### config.mk
export PLATFORM = sky130hd
export DESIGN_NAME = morse_code_lock_unit_flat
export DESIGN_NICKNAME = d
export VERILOG_FILES = /design/src/hw/rtl/mcl_pkg.sv /design/src/hw/rtl/mcl_in_if.sv /design/src/hw/rtl/mcl_out_if.sv /design/src/hw/rtl/morse_code_lock_unit.sv /design/src/flat_wrapper.sv
export SDC_FILE = /design/constraint.sdc
export NUM_CORES = 1
export LEC_CHECK = 0
export ABC_CLOCK_PERIOD_IN_PS = 2850
export BUFFER_PORTS_ARGS = -buffer_cell sky130_fd_sc_hd__buf_2
export CAP_MARGIN = 20
export CORE_MARGIN = 5
export CORE_UTILIZATION = 54
export DETAILED_ROUTE_END_ITERATION = 8
export PLACE_DENSITY_LB_ADDON = 0.25
export SYNTH_ARGS = -nofsm -noshare
export SYNTH_HDL_FRONTEND = slang
export SYNTH_SLANG_ARGS = --single-unit
### constraint.sdc
create_clock -name clk -period 2.85 [get_ports clk]
set_input_delay 0.4275 -clock clk [delete_from_list [all_inputs] [get_ports clk]]
set_output_delay 0.4275 -clock clk [all_outputs]
set_load 0.005 [all_outputs]
### src/hw/rtl/mcl_pkg.sv
// shared constants and types for the morse code lock
`timescale 1ns / 1ps

package mcl_pkg;

    localparam int CODE_BITS     = 8;
    localparam int VIEW_BITS     = 8;
    localparam int TICK_BITS     = 16;
    localparam int CMD_BITS      = 2;
    localparam int CFG_ADDR_BITS = 1;
    localparam int CFG_DATA_BITS = 16;

    localparam logic [CODE_BITS-1:0] STORED_CODE_RESET = CODE_BITS'(8'h0A);
    localparam logic [TICK_BITS-1:0] HOLD_TICKS_RESET  = TICK_BITS'(200);
    localparam logic [TICK_BITS-1:0] OPEN_TICKS_RESET  = TICK_BITS'(500);

    // event codes
    localparam logic [CMD_BITS-1:0] CMD_PRESS   = 2'd0;
    localparam logic [CMD_BITS-1:0] CMD_RELEASE = 2'd1;
    localparam logic [CMD_BITS-1:0] CMD_TICK    = 2'd2;

    // register indexes
    localparam logic [CFG_ADDR_BITS-1:0] REG_HOLD_TICKS = 1'd0;
    localparam logic [CFG_ADDR_BITS-1:0] REG_OPEN_TICKS = 1'd1;

    typedef struct packed {
        logic                 door_open;
        logic [VIEW_BITS-1:0] stored_code_view;
        logic [VIEW_BITS-1:0] entered_code_view;
        logic                 programming_mode;
        logic                 long_press;
    } mcl_result_t;

endpackage

### src/hw/rtl/mcl_in_if.sv
// event request channel
`timescale 1ns / 1ps

interface mcl_in_if
    import mcl_pkg::*;
();
    logic                valid;
    logic                ready;
    logic [CMD_BITS-1:0] cmd;
    logic                authorized;

    modport source (output valid, output cmd, output authorized, input ready);
    modport sink   (input valid, input cmd, input authorized, output ready);
endinterface

### src/hw/rtl/mcl_out_if.sv
// result request channel
`timescale 1ns / 1ps

interface mcl_out_if
    import mcl_pkg::*;
();
    logic                 valid;
    logic                 ready;
    logic                 door_open;
    logic [VIEW_BITS-1:0] stored_code_view;
    logic [VIEW_BITS-1:0] entered_code_view;
    logic                 programming_mode;
    logic                 long_press;

    modport source (
        output valid, output door_open, output stored_code_view,
        output entered_code_view, output programming_mode, output long_press,
        input ready
    );
    modport sink (
        input valid, input door_open, input stored_code_view,
        input entered_code_view, input programming_mode, input long_press,
        output ready
    );
endinterface

### src/hw/rtl/morse_code_lock_unit.sv
// morse code lock: event handling, configuration registers and result buffering
`timescale 1ns / 1ps

// a result shows the lock state after its event and is registered when the event request is accepted
// throughput: one event per cycle while the skid entry is empty; the state update is a single pass of
//   compare, shift and 16-bit increment logic into the lock state registers
// results sit in an output register backed by one skid entry
// reset: codes, timers and flags clear, stored code loads 0x0A,
//   hold_ticks loads 200 and open_ticks loads 500

module morse_code_lock_unit
    import mcl_pkg::*;
(
    input  logic                     clk,
    input  logic                     rst_n,
    input  logic                     cfg_we,
    input  logic [CFG_ADDR_BITS-1:0] cfg_addr,
    input  logic [CFG_DATA_BITS-1:0] cfg_data,
    mcl_in_if.sink                   events,
    mcl_out_if.source                results
);

    // configuration
    logic [TICK_BITS-1:0] hold_ticks_reg;
    logic [TICK_BITS-1:0] open_ticks_reg;

    // lock state
    logic [CODE_BITS-1:0] stored_code_reg,  stored_code_next;
    logic [CODE_BITS-1:0] entered_code_reg, entered_code_next;
    logic [TICK_BITS-1:0] tick_count_reg,   tick_count_next;
    logic                 timer_on_reg,     timer_on_next;
    logic                 held_long_reg,    held_long_next;
    logic                 door_flag_reg,    door_flag_next;
    logic                 reprog_reg,       reprog_next;

    // result buffering
    logic        out_valid_reg;
    mcl_result_t out_data_reg;
    logic        skid_valid_reg;
    mcl_result_t skid_data_reg;

    logic                 in_fire;
    logic                 out_fire;
    logic [TICK_BITS-1:0] tick_inc;
    logic [CODE_BITS-1:0] entered_shift;
    logic [CODE_BITS-1:0] stored_shift;
    mcl_result_t          result;

    // one skid entry lets a request in while a result waits downstream
    assign events.ready = !skid_valid_reg;
    assign in_fire      = events.valid && events.ready;
    assign out_fire     = results.valid && results.ready;

    // configuration writes
    always_ff @(posedge clk or negedge rst_n)
    begin
        if (!rst_n)
        begin
            hold_ticks_reg <= HOLD_TICKS_RESET;
            open_ticks_reg <= OPEN_TICKS_RESET;
        end
        else if (cfg_we)
        begin
            unique case (cfg_addr)
                REG_HOLD_TICKS: hold_ticks_reg <= TICK_BITS'(cfg_data);
                REG_OPEN_TICKS: open_ticks_reg <= TICK_BITS'(cfg_data);
                default:        ;
            endcase
        end
    end

    // shift the press length into a code, oldest bit falls off the top
    assign tick_inc      = tick_count_reg + TICK_BITS'(1);
    assign entered_shift = {entered_code_reg[CODE_BITS-2:0], held_long_reg};
    assign stored_shift  = {stored_code_reg[CODE_BITS-2:0], held_long_reg};

    // next lock state for the accepted event
    always_comb
    begin
        stored_code_next  = stored_code_reg;
        entered_code_next = entered_code_reg;
        tick_count_next   = tick_count_reg;
        timer_on_next     = timer_on_reg;
        held_long_next    = held_long_reg;
        door_flag_next    = door_flag_reg;
        reprog_next       = reprog_reg;

        if (in_fire)
        begin
            case (events.cmd)
                CMD_PRESS:
                begin
                    // key presses are ignored while the door is open
                    if (!door_flag_reg)
                    begin
                        timer_on_next   = 1'b1;
                        held_long_next  = 1'b0;
                        tick_count_next = '0;
                        if (events.authorized)
                        begin
                            // first press under the switch wipes both codes
                            if (!reprog_reg)
                            begin
                                reprog_next       = 1'b1;
                                entered_code_next = '0;
                                stored_code_next  = '0;
                            end
                        end
                        else
                        begin
                            reprog_next = 1'b0;
                        end
                    end
                end
                CMD_RELEASE:
                begin
                    if (!door_flag_reg)
                    begin
                        if (events.authorized)
                        begin
                            stored_code_next = stored_shift;
                        end
                        else
                        begin
                            entered_code_next = entered_shift;
                            // code match opens the door and restarts the timer
                            if (entered_shift == stored_code_reg)
                            begin
                                door_flag_next  = 1'b1;
                                timer_on_next   = 1'b1;
                                held_long_next  = 1'b0;
                                tick_count_next = '0;
                            end
                        end
                    end
                end
                CMD_TICK:
                begin
                    if (timer_on_reg)
                    begin
                        tick_count_next = tick_inc;
                        if (tick_inc == hold_ticks_reg && !door_flag_reg)
                        begin
                            timer_on_next  = 1'b0;
                            held_long_next = 1'b1;
                        end
                        // door closes after open_ticks, entry starts over
                        if (tick_inc == open_ticks_reg && door_flag_reg)
                        begin
                            timer_on_next     = 1'b0;
                            door_flag_next    = 1'b0;
                            entered_code_next = '0;
                        end
                    end
                end
                default:
                begin
                    // unused code leaves the state alone
                end
            endcase
        end
    end

    // result shows the state after the event
    always_comb
    begin
        result.door_open         = door_flag_next;
        result.stored_code_view  = VIEW_BITS'(stored_code_next);
        result.entered_code_view = VIEW_BITS'(entered_code_next);
        result.programming_mode  = reprog_next;
        result.long_press        = held_long_next;
    end

    always_ff @(posedge clk or negedge rst_n)
    begin
        if (!rst_n)
        begin
            stored_code_reg  <= STORED_CODE_RESET;
            entered_code_reg <= '0;
            tick_count_reg   <= '0;
            timer_on_reg     <= 1'b0;
            held_long_reg    <= 1'b0;
            door_flag_reg    <= 1'b0;
            reprog_reg       <= 1'b0;
        end
        else
        begin
            stored_code_reg  <= stored_code_next;
            entered_code_reg <= entered_code_next;
            tick_count_reg   <= tick_count_next;
            timer_on_reg     <= timer_on_next;
            held_long_reg    <= held_long_next;
            door_flag_reg    <= door_flag_next;
            reprog_reg       <= reprog_next;
        end
    end

    // output register and skid entry control
    always_ff @(posedge clk or negedge rst_n)
    begin
        if (!rst_n)
        begin
            out_valid_reg  <= 1'b0;
            skid_valid_reg <= 1'b0;
        end
        else if (!out_valid_reg || out_fire)
        begin
            if (skid_valid_reg)
            begin
                out_valid_reg  <= 1'b1;
                skid_valid_reg <= 1'b0;
            end
            else
            begin
                out_valid_reg <= in_fire;
            end
        end
        else if (in_fire)
        begin
            skid_valid_reg <= 1'b1;
        end
    end

    // payload registers, no reset needed
    always_ff @(posedge clk)
    begin
        if (!out_valid_reg || out_fire)
        begin
            if (skid_valid_reg)
            begin
                out_data_reg <= skid_data_reg;
            end
            else if (in_fire)
            begin
                out_data_reg <= result;
            end
        end
        else if (in_fire)
        begin
            skid_data_reg <= result;
        end
    end

    assign results.valid             = out_valid_reg;
    assign results.door_open         = out_data_reg.door_open;
    assign results.stored_code_view  = out_data_reg.stored_code_view;
    assign results.entered_code_view = out_data_reg.entered_code_view;
    assign results.programming_mode  = out_data_reg.programming_mode;
    assign results.long_press        = out_data_reg.long_press;

    // skid entry only fills behind a waiting output
    assert property (@(posedge clk) disable iff (!rst_n)
        skid_valid_reg |-> out_valid_reg)
        else $error("skid entry holds a result with the output register empty");

    // a press with the door shut restarts timing and clears the long flag
    assert property (@(posedge clk) disable iff (!rst_n)
        (in_fire && events.cmd == CMD_PRESS && !door_flag_reg)
            |=> (timer_on_reg && !held_long_reg && tick_count_reg == '0))
        else $error("press did not restart the press timer");

    // the door only opens on an accepted key release
    assert property (@(posedge clk) disable iff (!rst_n)
        $rose(door_flag_reg) |-> $past(in_fire && events.cmd == CMD_RELEASE))
        else $error("door opened without a key release");

endmodule
### src/flat_wrapper.sv
// flat-port wrapper written by rule: the top's interface ports become plain ports
module morse_code_lock_unit_flat import mcl_pkg::*;
  (clk, rst_n, cfg_we, cfg_addr, cfg_data, events_valid, events_cmd, events_authorized, events_ready, results_valid, results_door_open, results_stored_code_view, results_entered_code_view, results_programming_mode, results_long_press, results_ready);
  mcl_in_if events_i ();
  mcl_out_if results_i ();
  input  logic clk;
  input  logic rst_n;
  input  logic cfg_we;
  input  logic [CFG_ADDR_BITS-1:0] cfg_addr;
  input  logic [CFG_DATA_BITS-1:0] cfg_data;
  input wire logic [$bits(events_i.valid)-1:0] events_valid;
  input wire logic [$bits(events_i.cmd)-1:0] events_cmd;
  input wire logic [$bits(events_i.authorized)-1:0] events_authorized;
  output wire logic [$bits(events_i.ready)-1:0] events_ready;
  output wire logic [$bits(results_i.valid)-1:0] results_valid;
  output wire logic [$bits(results_i.door_open)-1:0] results_door_open;
  output wire logic [$bits(results_i.stored_code_view)-1:0] results_stored_code_view;
  output wire logic [$bits(results_i.entered_code_view)-1:0] results_entered_code_view;
  output wire logic [$bits(results_i.programming_mode)-1:0] results_programming_mode;
  output wire logic [$bits(results_i.long_press)-1:0] results_long_press;
  input wire logic [$bits(results_i.ready)-1:0] results_ready;
  assign events_i.valid = events_valid;
  assign events_i.cmd = events_cmd;
  assign events_i.authorized = events_authorized;
  assign events_ready = events_i.ready;
  assign results_valid = results_i.valid;
  assign results_door_open = results_i.door_open;
  assign results_stored_code_view = results_i.stored_code_view;
  assign results_entered_code_view = results_i.entered_code_view;
  assign results_programming_mode = results_i.programming_mode;
  assign results_long_press = results_i.long_press;
  assign results_i.ready = results_ready;
  morse_code_lock_unit u_core (.clk(clk), .rst_n(rst_n), .cfg_we(cfg_we), .cfg_addr(cfg_addr), .cfg_data(cfg_data), .events(events_i), .results(results_i));
endmodule
Word-level counts from Yosys, hierarchy flattened
Index checks and enable logic that the tools add are counted.
{"block": "word_totals", "ff_bits": 108, "input_bits": 25, "output_inout_bits": 21, "word_cells": 106}
{"block": "op_classes", "addsub": 1, "n_eq_ne": 10, "n_mux": 54, "n_bitwise": 2, "reduce_logical": 18}
{"operator": "8-bit 2-to-1 mux", "n": 14}
{"operator": "16-bit 2-to-1 mux", "n": 5}
{"operator": "16-bit one-hot mux with 3 select lines", "n": 1}
{"operator": "19-bit 2-to-1 mux", "n": 2}
{"operator": "16-bit == test", "n": 2}
{"operator": "1-bit 2-to-1 mux", "n": 27}
{"operator": "8-bit one-hot mux with 3 select lines", "n": 1}
{"operator": "16-bit by 1-bit adder with 16-bit output, second input constant", "n": 1}
{"operator": "8-bit one-hot mux with 2 select lines", "n": 1}
{"operator": "8-bit == test", "n": 1}
{"operator": "2-bit AND reduction", "n": 4}
{"operator": "7-bit AND reduction", "n": 1}
{"operator": "2-bit != test, second input constant", "n": 3}
{"operator": "1-bit one-hot mux with 3 select lines", "n": 2}
{"operator": "6-bit AND reduction", "n": 1}
{"operator": "1-bit logical AND", "n": 4}
{"operator": "2-bit by 1-bit != test with 1-bit output, second input constant", "n": 2}
{"operator": "2-bit nonzero test", "n": 2}
{"operator": "1-bit zero test", "n": 3}
{"operator": "3-bit nonzero test", "n": 1}
{"operator": "2-bit by 1-bit == test with 1-bit output, second input constant", "n": 1}
{"operator": "2-bit == test, second input constant", "n": 1}
{"operator": "2-bit zero test", "n": 1}
{"operator": "1-bit inverter", "n": 2}
{"operator": "2 further kinds", "n": 2}

Longest topological paths before layout
Gate-level depths: netlist of run 1.
{"block": "depth", "ltp_word": 9, "depth_mapped": 10, "mapped_depth_nobuf": 8}

Worst setup path before layout of run 1
OpenSTA, ideal clock, no wires.
{"block": "synth_timing", "path_type": "register -> register", "start": "register u_core.tick_count_reg[1]", "end": "register u_core.skid_data_reg[8] (netlist bit), data pin", "setup_ns": 0.262, "arrival_time_ns": 2.607, "required_ns": 2.588, "slack_ns": -0.020, "path_stages_with_launch": 11, "path_buffers": 2, "synth_period_minus_slack_ns": 2.870, "path_cell_list": "dfrtp_1 > ha_1 > buf_4 > nand3_2 > o21ai_0 > o31ai_1 > or4_1 > or4b_4 > nor3_4 > buf_6 > o21ai_1"}
{"block": "synth_between", "elab_chain_len": 7}
{"element": "from (decl)", "line_no": "morse_code_lock_unit.sv:30", "text": "logic [TICK_BITS-1:0] tick_count_reg, tick_count_next;"}
{"element": "from (signal assigned)", "line_no": "morse_code_lock_unit.sv:190", "text": "tick_count_reg <= tick_count_next;"}
{"element": "16-bit by 1-bit adder with 16-bit output", "line_no": "morse_code_lock_unit.sv:73", "text": "assign tick_inc = tick_count_reg + TICK_BITS'(1);"}
{"element": "16-bit == test", "line_no": "morse_code_lock_unit.sv:148", "text": "if (tick_inc == open_ticks_reg && door_flag_reg)"}
{"element": "1-bit logical AND", "line_no": "morse_code_lock_unit.sv:148"}
{"element": "8-bit 2-to-1 mux", "line_no": "morse_code_lock_unit.sv:148"}
{"element": "8-bit 2-to-1 mux", "line_no": "morse_code_lock_unit.sv:139", "text": "if (timer_on_reg)"}
{"element": "8-bit one-hot mux with 3 select lines", "line_no": "morse_code_lock_unit.sv:90", "text": "case (events.cmd)"}
{"element": "8-bit 2-to-1 mux", "line_no": "morse_code_lock_unit.sv:88", "text": "if (in_fire)"}
{"element": "via u_core.entered_code_next[6]", "line_no": "morse_code_lock_unit.sv:29", "text": "logic [CODE_BITS-1:0] entered_code_reg, entered_code_next;"}
{"element": "to (signal assigned)", "line_no": "morse_code_lock_unit.sv:240", "text": "skid_data_reg <= result;"}
{"element": "to (decl)", "line_no": "morse_code_lock_unit.sv:40", "text": "mcl_result_t skid_data_reg;"}
The timed path passes the listed nets, and every way through them passes these cells.
A chain may end at the register's enable or synchronous reset.

Final worst setup path of run 1
{"block": "layout_timing", "start": "register u_core.tick_count_reg[11]", "end": "register u_core.skid_data_reg[4] (netlist bit), data pin"}
Same word-level chain as after synthesis.

==> results by group, run 1 <==
Status
  – Status: finished, final reports clean

Critical path
  – Required time worst endpoint: 2980 ps
  – Critical Path Source Type: flop
  – CP peak stage delay: about 550 ps
  – Arrival time at the worst endpoint: between 2000 and 3000 ps
  – Critical path depth: 8
  – Worst reg2reg endpoint: u_core.skid_data_reg[4]$_DFFE_PP_
  – Worst-path cell chain: xnor2_1 -> a21oi_1 -> o31ai_1 -> or4_4 -> or4b_4 -> nor3_4 -> buf_12 -> o21ai_0
  – Crit path from: u_core.tick_count_reg[11]$_DFFE_PN0P_
  – Crit Path Max Fanout: 16
  – Largest delay contributor family on the critical path: simple AND/OR/NAND/NOR gates
  – CP Buf/Inv Count: 1
  – Slowest-stage cell, CP: or4_4
  – R2R depth: 8
  – Setup crit end: u_core.skid_data_reg[4]$_DFFE_PP_
  – Worst r2r src: u_core.tick_count_reg[11]$_DFFE_PN0P_
  – Critical path class: flop to flop
  – CP Capture Type: flop
  – R2r setup slk: 30 ps

CTS
  – Clk root buf: clkbuf_8
  – Hold buffer count at CTS: 0
  – Cts repair resizes: 1
  – Clock Pin Slew Worst Setup and Hold Paths: 100 ps
  – Max Buffers Root-to-Sink: 2
  – CTS Buf Count: 9
  – Post-CTS Setup Bufs: 0
  – Worst-Skew Late Latency: 400 ps
  – # clock sinks: 108
  – TritonCTS clock tree: yes
  – H-tree depth: 3

Synthesis
  – Post-Synth Adder-Cell Area: 1.097%
  – Mux contribution to synthesized area: 8.450%
  – Synthesized area: 5700 sq um
  – Main combinational cell family by area after synthesis: simple AND/OR/NAND/NOR gates
  – Synth Area in Compound Gates: 13.19%
  – Cell variety after synth: 66
  – Yosys top cell by area: dfrtp_1
  – XOR/XNOR Fraction of Synth Area: under 10%
  – Post-synthesis net count: between 500 and 600
  – Top cells by area, synth: dfrtp_1 26%, edfxtp_1 20%, mux2_2 8.1%
  – Synth warn: 0
  – Synthesized instance count: 504
  – Sequential area share after synthesis: 50.99%
  – Most used DFF post-synth: dfrtp_1
  – Synth top area share: 25.90%
  – EDFF count, synth: 38
  – Syn avg cell area: 11.31 sq um
  – Async SR Flop Fraction: 64.81%
  – FF+latch count, synth: about 110
  – Synth Area in Simple Gates: 14.95%

STA
  – Final Max Tran Viols: 0
  – Final hold viol count: 0
  – WHS: approximately 86 ps
  – Setup violators final: 0
  – Highest clock rate: 354.3 MHz
  – Tmin final: around 2800 ps
  – Worst Max-Slew Pin Slew: 756.0 ps
  – Crit path setup slack, layout: 27.61 ps
  – RSZ-0062 raised after global routing: yes
  – Final worst path period share: just under 100%
  – Worst-case clock skew: 8.647 ps
  – Relative slew slack: 49.48%
  – Setup TNS Final: 0 ps

Floorplan
  – Placeable Area: about 10000 sq um
  – I/O pins: 46
  – Die width: about 110 um
  – Die Ht: 112.7 um
  – Starting Density: 55.22%
  – Core Rows: 37
  – Die Area: 12710 sq um

Placed design
  – Final Wtd Congestion: 0.9443
  – Placed insts: around 700
  – Placed Area: 6312 sq um
  – Port-buffer cells: 45
  – Dpl hpwl: 9.729 mm
  – Pre-CTS setup slack: -14.85 ps

Pwr
  – Total power: 3.327 mW
  – PD cells: slightly above 500 nW/um^2
  – Max IR drop VDD: 406.7 uV
  – P_leak: 2.688 nW

Run
  – Max_cap viols: 0

Global routing
  – Largest net degree at the start of global routing: 39
  – First-pass GRT wire length: 21.62 mm
  – Antenna violations before repair: 0
  – Remaining global-route overflow: 0
  – Total GRT Usage: between 20% and 30%
  – Vias in the first global route: 4338

Drt
  – WL/cell: 18.46 um
  – Routed Antenna Nets: 0
  – Via-to-Cell Ratio: 5.846
  – Drt total wl: 13.27 mm
  – Vias post-DR: 4203
  – Drt drc: 0
  – DR pass1 iterations: 5
  – Drt initial violations: 348

Final layout
  – Layout Cells excl Fill: 719
  – Fill cell count: 825
  – Layout overhead on the synthesized area: 14.86%
  – Number of flip-flops in the largest register: 19
  – Final #Nets: 608
  – Fin area: 6548 sq um
  – Final Core Density: 63.42%
  – Antenna cells: 0
  – Layout cell share with drive strength beyond 1: 30.87%

Hold path
  – Hold crit path type: primary input to asynchronous set/reset pin
[placed cells by master (no fill, tap or decap), drive strengths merged, types with 10 or more instances in the layout]
cell type / count
a21oi: 16
edfxtp: 38
xnor2: 34
nor2: 31
nand2: 35
o21ai: 43
dfstp: 11
clkbuf: 12
nand3: 15
xor2: 14
mux2: 41
buf: 93
dfrtp: 59
inv: 10
[cells in the mapped netlist, types with 2 or more instances]
| master | count |
|---|---|
| nor4_4 | 3 |
| nor3_1 | 6 |
| ha_1 | 5 |
| o22ai_1 | 2 |
| xor2_1 | 14 |
| a21oi_1 | 16 |
| or4_1 | 3 |
| a311oi_1 | 9 |
| o41ai_1 | 4 |
| mux2_2 | 41 |
| a22o_1 | 8 |
| a2bb2oi_1 | 2 |
| o31ai_1 | 9 |
| a31oi_1 | 3 |
| nor2_1 | 31 |
| nor3b_1 | 2 |
| a2111oi_0 | 3 |
| mux2i_1 | 2 |
| and4_1 | 3 |
| nand4_1 | 5 |
| nand2_1 | 34 |
| dfrtp_1 | 59 |
| inv_1 | 9 |
| xnor2_1 | 34 |
| buf_2 | 6 |
| and2_1 | 5 |
| nor2b_1 | 8 |
| dfstp_2 | 11 |
| nor4b_1 | 2 |
| nand3_2 | 2 |
| edfxtp_1 | 38 |
| buf_4 | 5 |
| or3_1 | 3 |
| o2111ai_1 | 2 |
| o21ai_0 | 41 |
| o21a_1 | 3 |
| nand3_1 | 12 |
| and3_1 | 7 |
| buf_6 | 4 |
| nand2b_1 | 9 |
| clkbuf_1 | 14 |
[report_power, final]
part	total (mW)	internal, mW	switching, mW
sequential	1.85	1.75	0.0943
clock	0.935	0.410	0.525
combinational	0.544	0.262	0.282
total	3.33	2.43	0.902
[final cells by class]
cell class / instances / area [sq um] / area share (%)
multi-input combinational: 357 / 2639 / 40.30
tap: 136 / 170.2 / 2.599
clock inverter: 4 / 51.30 / 0.7835
timing repair buffer: 93 / 610.6 / 9.325
inverter: 9 / 33.78 / 0.5160
clock buffer: 12 / 135.1 / 2.064
sequential: 108 / 2908 / 44.41
[how the worst min path moves through the flow]
stage	start	end	depth (start not counted)
floorplan	rst_n	u_core.door_flag_reg$_DFF_PN0_	0
global placement	rst_n	u_core.tick_count_reg[3]$_DFFE_PN0P_	1
detailed placement	u_core.open_ticks_reg[11]$_DFFE_PN0P_	u_core.open_ticks_reg[11]$_DFFE_PN0P_	1
CTS	rst_n	u_core.hold_ticks_reg[8]$_DFFE_PN0P_	1
global route	rst_n	u_core.tick_count_reg[3]$_DFFE_PN0P_	1
finish	rst_n	u_core.hold_ticks_reg[8]$_DFFE_PN0P_	1
[logic make-up after synthesis]
kind of cell	after synthesis
AND/OR/NAND/NOR	146
buffers and inverters	39
multiplexers	43
AO/OA/AOI/OAI	114
flip-flops	108
XOR/XNOR	49
adder cells (fa/ha/maj)	5
[routing by layer]
metal  share of wire (%)  global-route usage, %  vias to the layer above
li1                    -                      -                     1996
met1                  42                  26.44                     2059
met2                  51                  37.48                      123
met3                 4.8                  3.636                       25
met4                 2.5                  9.455                        0
met5                   0                      0                        -
Note: power is estimated with default switching activity, not from simulation.
==> run 2, diff against run 1 <==
--- a/config.mk
+++ b/config.mk
@@ -11,7 +11,7 @@
 export CORE_MARGIN = 5
 export CORE_UTILIZATION = 54
 export DETAILED_ROUTE_END_ITERATION = 8
-export PLACE_DENSITY_LB_ADDON = 0.25
+export PLACE_DENSITY = 0.74
 export SYNTH_ARGS = -nofsm -noshare
 export SYNTH_HDL_FRONTEND = slang
 export SYNTH_SLANG_ARGS = --single-unit
==> results by group, run 2 (synthesized netlist as in run 1, its figures left out) <==
Final layout
  – Layout cell share with drive strength beyond 1: approximately a third
  – Fill cell count: 816
  – Most frequent cells in the layout: 55 x dfrtp_1, 45 x buf_2, 41 x mux2_2, 41 x buf_4, 38 x edfxtp_1
  – Most common cell after layout, fill and taps aside: dfrtp_1
  – Layout Cells excl Fill: 721
  – Number of flip-flops in the largest register: 19
  – Layout overhead on the synthesized area: 16.99%
  – Final #Nets: 610
  – Antenna cells: 0

Placed design
  – Final Wtd Congestion: 0.9601
  – Port-buffer cells: 45
  – Pre-CTS setup slack: -10.89 ps
  – Dpl hpwl: 9.680 mm
  – Placed insts: 693

Critical path
  – Arrival time at the worst endpoint: 2920 ps
  – CP Buf/Inv Count: 2
  – Critical path class: flop to flop
  – Worst-path cell chain: buf_4 -> nand4_4 -> nor2_2 -> and3_4 -> or4_4 -> or4b_4 -> nor3_4 -> buf_12 -> o21ai_0
  – Largest delay contributor family on the critical path: simple AND/OR/NAND/NOR gates
  – Required time worst endpoint: 2970 ps
  – CP peak stage delay: around 540 ps
  – CP Capture Type: flop
  – Crit Path Max Fanout: 8
  – Slowest-stage cell, CP: or4b_4
  – Critical Path Source Type: flop

STA
  – Tmin final: 2799 ps
  – Final hold viol count: 0
  – Highest clock rate: 357.3 MHz
  – Worst Max-Slew Pin Slew: 874.9 ps
  – RSZ-0062 raised after global routing: yes
  – Final worst path period share: about 98%
  – Relative slew slack: 41.68%
  – Worst-case clock skew: 13.67 ps
  – Crit path setup slack, layout: slightly above 50 ps
  – Final Max Tran Viols: 0
  – Setup violators final: 0

Global routing
  – First-pass GRT wire length: 21.69 mm
  – Vias in the first global route: 4328
  – Total GRT Usage: 21.36%
  – Antenna violations before repair: 0
  – Largest net degree at the start of global routing: 40
  – Remaining global-route overflow: 0

CTS
  – H-tree depth: 3
  – Clock Pin Slew Worst Setup and Hold Paths: between 100 and 150 ps
  – Clk root buf: clkbuf_8
  – Worst-Skew Late Latency: 390 ps
  – CTS Buf Count: 9
  – Max Buffers Root-to-Sink: 2
  – # clock sinks: 108
  – TritonCTS clock tree: yes

Drt
  – WL/cell: between 15 and 20 um
  – Routed Antenna Nets: 0
  – Vias post-DR: 4273
  – DR pass1 iterations: 5
  – Drt total wl: between 10 and 15 mm
  – Met2 wire length: just over 7 mm
  – Via-to-Cell Ratio: roughly 5.9
  – Drt initial violations: ~320
  – Met1 wire length: ~5.7 mm
  – DR WL met3: 559 um
  – Drt drc: 0
  – Top Metal Used: met4

Pwr
  – Total power: approximately 3.4 mW
  – PD cells: 506.6 nW/um^2
  – Max IR drop VDD: roughly 290 uV
  – P_leak: 2.735 nW

Floorplan
  – Die Ht: 112.7 um
  – Die width: approximately 110 um
  – Core Rows: 37
  – Die Area: between 10000 and 15000 sq um
  – I/O pins: between 40 and 50
  – Starting Density: 55.22%
  – Placeable Area: a little over 10000 sq um

Status
  – Status: finished, final reports clean

Run
  – Max_cap viols: 0

Hold path
  – Hold crit path type: primary input to asynchronous set/reset pin
[run 2: changes by cell type in the layout (fill, tap and decap cells not counted), moves of 3 or more]
cell / previous run / this run
o21ai_1: 3 / 9
o21ai_0: 39 / 32
buf_6: 0 / 6
dfrtp_1: 58 / 55
buf_4: 46 / 41
dfrtp_2: 1 / 4
[run 2: per-layer routing]
| layer | GRT usage [%] | vias up |
|---|---|---|
| li1 | - | 2000 |
| met1 | 26.79 | 2135 |
| met2 | 37.01 | 105 |
| met3 | 3.529 | 33 |
| met4 | 8.253 | 0 |
| met5 | 0 | - |
[run 2: final cells by class]
| type | count | area, sq um | share of cell area, % |
|---|---|---|---|
| flip-flops and latches | 108 | 2912 | 43.66 |
| multi-input cells | 357 | 2688 | 40.30 |
| repair buffers | 95 | 665.6 | 9.981 |
| well taps | 136 | 170.2 | 2.552 |
| clock buffers | 10 | 127.6 | 1.914 |
| clock inverters | 6 | 72.57 | 1.088 |
| inverters | 9 | 33.78 | 0.5066 |
[run 2: worst paths after layout]
kind                                                  startpoint                               endpoint  slack [ps]  depth (start not counted)
max in group asynchronous                                  rst_n   u_core.open_ticks_reg[5]$_DFFE_PN1P_        2020                          2
min                                                        rst_n  u_core.tick_count_reg[14]$_DFFE_PN0P_         100                          1
max                         u_core.tick_count_reg[3]$_DFFE_PN0P_      u_core.skid_data_reg[4]$_DFFE_PP_          50                          9
min reg2reg                u_core.hold_ticks_reg[15]$_DFFE_PN0P_  u_core.hold_ticks_reg[15]$_DFFE_PN0P_         540                          1
max reg2reg                 u_core.tick_count_reg[3]$_DFFE_PN0P_      u_core.skid_data_reg[4]$_DFFE_PP_          50                          9
min in group clk                                     cfg_data[8]   u_core.hold_ticks_reg[8]$_DFFE_PN0P_         270                          3
[run 2: power by group]
group	total [mW]	switching, mW	internal (mW)
logic	0.552	0.283	0.269
clock network	0.966	0.550	0.416
registers	1.86	0.105	1.75
total	3.38	0.939	2.44
[run 2: per-stage QoR]
stage	hold slack, ps	util (%)	TNS (ps)	instance area (sq um)
5_1_grt	148.6	64.60	-22.99	6669
6_report	104.4	64.60	0	6669
2_1_floorplan	131.9	-	0	5700
3_5_place_dp	520.0	60.42	-10.89	6237
3_3_place_gp	520.5	60.42	-137.6	6237
4_1_cts	118.0	62.37	0	6439
[run 2: timing repair]
item                       4_1_cts  5_1_grt
cloned                           0        1
setup endpoints to repair        1       26
pin swaps                        0        4
buffers inserted                 0       11
hold buffers                     0        0
resized for setup                1       38
==> run 3, diff against run 2 <==
--- a/config.mk
+++ b/config.mk
@@ -5,6 +5,7 @@
 export SDC_FILE = /design/constraint.sdc
 export NUM_CORES = 1
 export LEC_CHECK = 0
+export ABC_AREA = 1
 export ABC_CLOCK_PERIOD_IN_PS = 2850
 export BUFFER_PORTS_ARGS = -buffer_cell sky130_fd_sc_hd__buf_2
 export CAP_MARGIN = 20
==> results by group, run 3 <==
CTS
  – # clock sinks: 108
  – Clock Pin Slew Worst Setup and Hold Paths: 100 ps
  – TritonCTS clock tree: yes
  – CTS Buf Count: 9
  – Clk root buf: clkbuf_8
  – Max Buffers Root-to-Sink: 2
  – Worst-Skew Late Latency: 390 ps
  – H-tree depth: 3
  – Hold buffer count at CTS: 0

Synthesis
  – Synth top area share: 27.00%
  – Cell variety after synth: 33
  – Yosys top cell by area: dfrtp_1
  – Most used DFF post-synth: dfrtp_1
  – Sequential area share after synthesis: 53.15%
  – Post-synthesis net count: 683
  – Post-synth top cells: 224 x nand2_1, 79 x inv_1, 59 x dfrtp_1
  – Synthesized area: 5469 sq um
  – Most numerous cell in the Yosys netlist: nand2_1
  – Top cells by area, synth: dfrtp_1 27%, edfxtp_1 21%, nand2_1 15%
  – Async SR Flop Fraction: 64.81%
  – Synthesized instance count: 653
  – Synth warn: 0
  – Syn avg cell area: 8.375 sq um
  – FF+latch count, synth: between 100 and 150
  – EDFF count, synth: 38

STA
  – Final worst path period share: about nine tenths
  – WHS: 127.5 ps
  – Worst Max-Slew Pin Slew: 928.1 ps
  – Tmin final: 2601 ps
  – Setup violators final: 0
  – Highest clock rate: a little under 400 MHz
  – Relative slew slack: 37.98%
  – Setup TNS Final: 0 ps
  – Crit path setup slack, layout: 248.7 ps
  – RSZ-0062 raised after global routing: no
  – Final Max Tran Viols: 0
  – Worst-case clock skew: 8.891 ps
  – Final hold viol count: 0

Global routing
  – Largest net degree at the start of global routing: 37
  – Remaining global-route overflow: 0
  – Total GRT Usage: 20.17%
  – Antenna violations before repair: 0
  – Vias in the first global route: 4350
  – First-pass GRT wire length: between 20 and 25 mm

Drt
  – Vias post-DR: 4489
  – Drt initial violations: 258
  – Via-to-Cell Ratio: 5.325
  – WL/cell: around 14 um
  – Drt total wl: 12.06 mm
  – Drt drc: 0
  – Routed Antenna Nets: 0
  – DR pass1 iterations: 5

Final layout
  – Antenna cells: 0
  – Final Core Density: 62.28%
  – Most frequent cells in the layout: 223 x nand2_1, 79 x inv_1, 58 x dfrtp_1
  – Layout cell share with drive strength beyond 1: 14.37%
  – Number of flip-flops in the largest register: 19
  – Most common cell after layout, fill and taps aside: nand2_1
  – Final #Nets: 735
  – Fill cell count: a little under 900
  – Layout overhead on the synthesized area: 11.83%

Placed design
  – Port-buffer cells: 45
  – Dpl hpwl: 8.705 mm
  – Final Wtd Congestion: 0.9065
  – Pre-CTS setup slack: 180.0 ps

Critical path
  – Largest delay contributor family on the critical path: simple AND/OR/NAND/NOR gates
  – Most used cell, CP: nand2_1
  – Arrival time at the worst endpoint: 2760 ps
  – Slowest-stage cell, CP: dfrtp_2
  – CP Buf/Inv Count: 0
  – Crit Path Max Fanout: 8
  – Required time worst endpoint: 3010 ps
  – Critical Path Source Type: flop
  – Critical path class: flop to flop
  – CP Capture Type: flop
  – Worst-path cell chain: ha_1 -> or2_2 -> nand2_1 -> xnor2_1 -> nor2_1 -> nand2_1 -> nor2_1 -> nand3_1 -> nor2_2 -> nand4_4 -> nand2_1 -> nand2_1 -> nand3_1 -> nand2_1
  – CP peak stage delay: ~460 ps

Run
  – Max_cap viols: 0

Pwr
  – P_leak: 2.858 nW
  – Max IR drop VDD: approximately 280 uV
  – PD cells: approximately 580 nW/um^2

Floorplan
  – Starting Density: between 50% and 60%
  – Core Rows: 36
  – Placeable Area: 9819 sq um
  – Die Area: approximately 12000 sq um
  – Die width: 110.6 um
  – I/O pins: 46
  – Die Ht: 110.6 um

Status
  – Status: finished, final reports clean

Hold path
  – Hold crit path type: primary input to asynchronous set/reset pin
[run 3: changes by cell type in the layout (fill, tap and decap cells not counted), moves of 13 or more]
cell / change
xnor2_1: -24
nand2_1: +190
nand3_1: +33
a21oi_1: -13
mux2_2: -41
inv_1: +70
o22ai_1: +19
buf_4: -30
[run 3: kinds of logic after synthesis]
group | count (synthesis) | synth area share, %
adders and majority gates | 5 | 1.144
DFF | 108 | 53.15
and+or+nand+nor | 337 | 26.20
AOI/OAI and AO/OA | 86 | 9.449
buffers and inverters | 98 | 6.772
xor gates and xnor gates | 19 | 3.295
[run 3: what timing repair did]
| action | in CTS | in global routing |
|---|---|---|
| setup endpoints to repair | 0 | 17 |
| gates resized for setup | 0 | 3 |
| setup buffers | 0 | 1 |
[run 3: final timing paths]
path	startpoint	endpoint	slack (ps)	cells past startpoint
worst max-delay path	u_core.tick_count_reg[0]$_DFFE_PN0P_	u_core.results.entered_code_view[1]$_DFFE_PP_	250	14
worst min-delay path	rst_n	u_core.hold_ticks_reg[9]$_DFFE_PN0P_	130	1
worst max register to register	u_core.tick_count_reg[0]$_DFFE_PN0P_	u_core.results.entered_code_view[1]$_DFFE_PP_	250	14
worst min register to register	u_core.open_ticks_reg[2]$_DFFE_PN1P_	u_core.open_ticks_reg[2]$_DFFE_PN1P_	510	2
max in group asynchronous	rst_n	u_core.stored_code_reg[3]$_DFF_PN1_	1990	2
min in group clk	cfg_data[7]	u_core.hold_ticks_reg[7]$_DFFE_PN1P_	250	3
[run 3: per-stage QoR]
step | cell area (sq um) | instances | power [mW]
CTS | 6100 | 842 | 3.554
global route | 6116 | 843 | 3.725
finish | 6116 | 843 | 3.540
detailed placement | 5893 | 826 | 2.588
global placement | 5893 | 826 | 2.563
floorplan | 5469 | 653 | 2.360
[run 3: power by group]
group | internal [mW] | total (mW) | leakage [nW] | switching [mW]
combinational | 0.247 | 0.621 | 1.52 | 0.374
clock | 0.420 | 0.977 | 0.105 | 0.557
sequential | 1.81 | 1.94 | 1.23 | 0.135
[run 3: area by class of cell]
type	instances	area (sq um)	share of cell area [%]
Clock buffer	9	123.9	2.025
Tap cell	133	166.4	2.721
Sequential cell	108	2908	47.54
Timing Repair Buffer	57	327.8	5.360
Multi-Input combinational cell	447	2200	35.97
Inverter	82	307.8	5.033
Clock inverter	7	82.58	1.350
[run 3: per-layer routing]
layer | wire, um | GRT usage (%) | share of wire (%)
met5 | 0 | 0 | 0
met4 | 216 | 7.307 | 1.8
met3 | 546 | 3.665 | 4.5
met2 | 6159 | 35.96 | 51
met1 | 5133 | 24.35 | 43
[run 3: worst reg2reg max path, cell delays in order (launching register included)]
cell and delay, ps:
dfrtp_2 460, ha_1 240, or2_2 310, nand2_1 120, xnor2_1 80, nor2_1 140
nand2_1 70, nor2_1 110, nand3_1 110, nor2_2 200, nand4_4 220, nand2_1 140
nand2_1 60, nand3_1 80, nand2_1 50
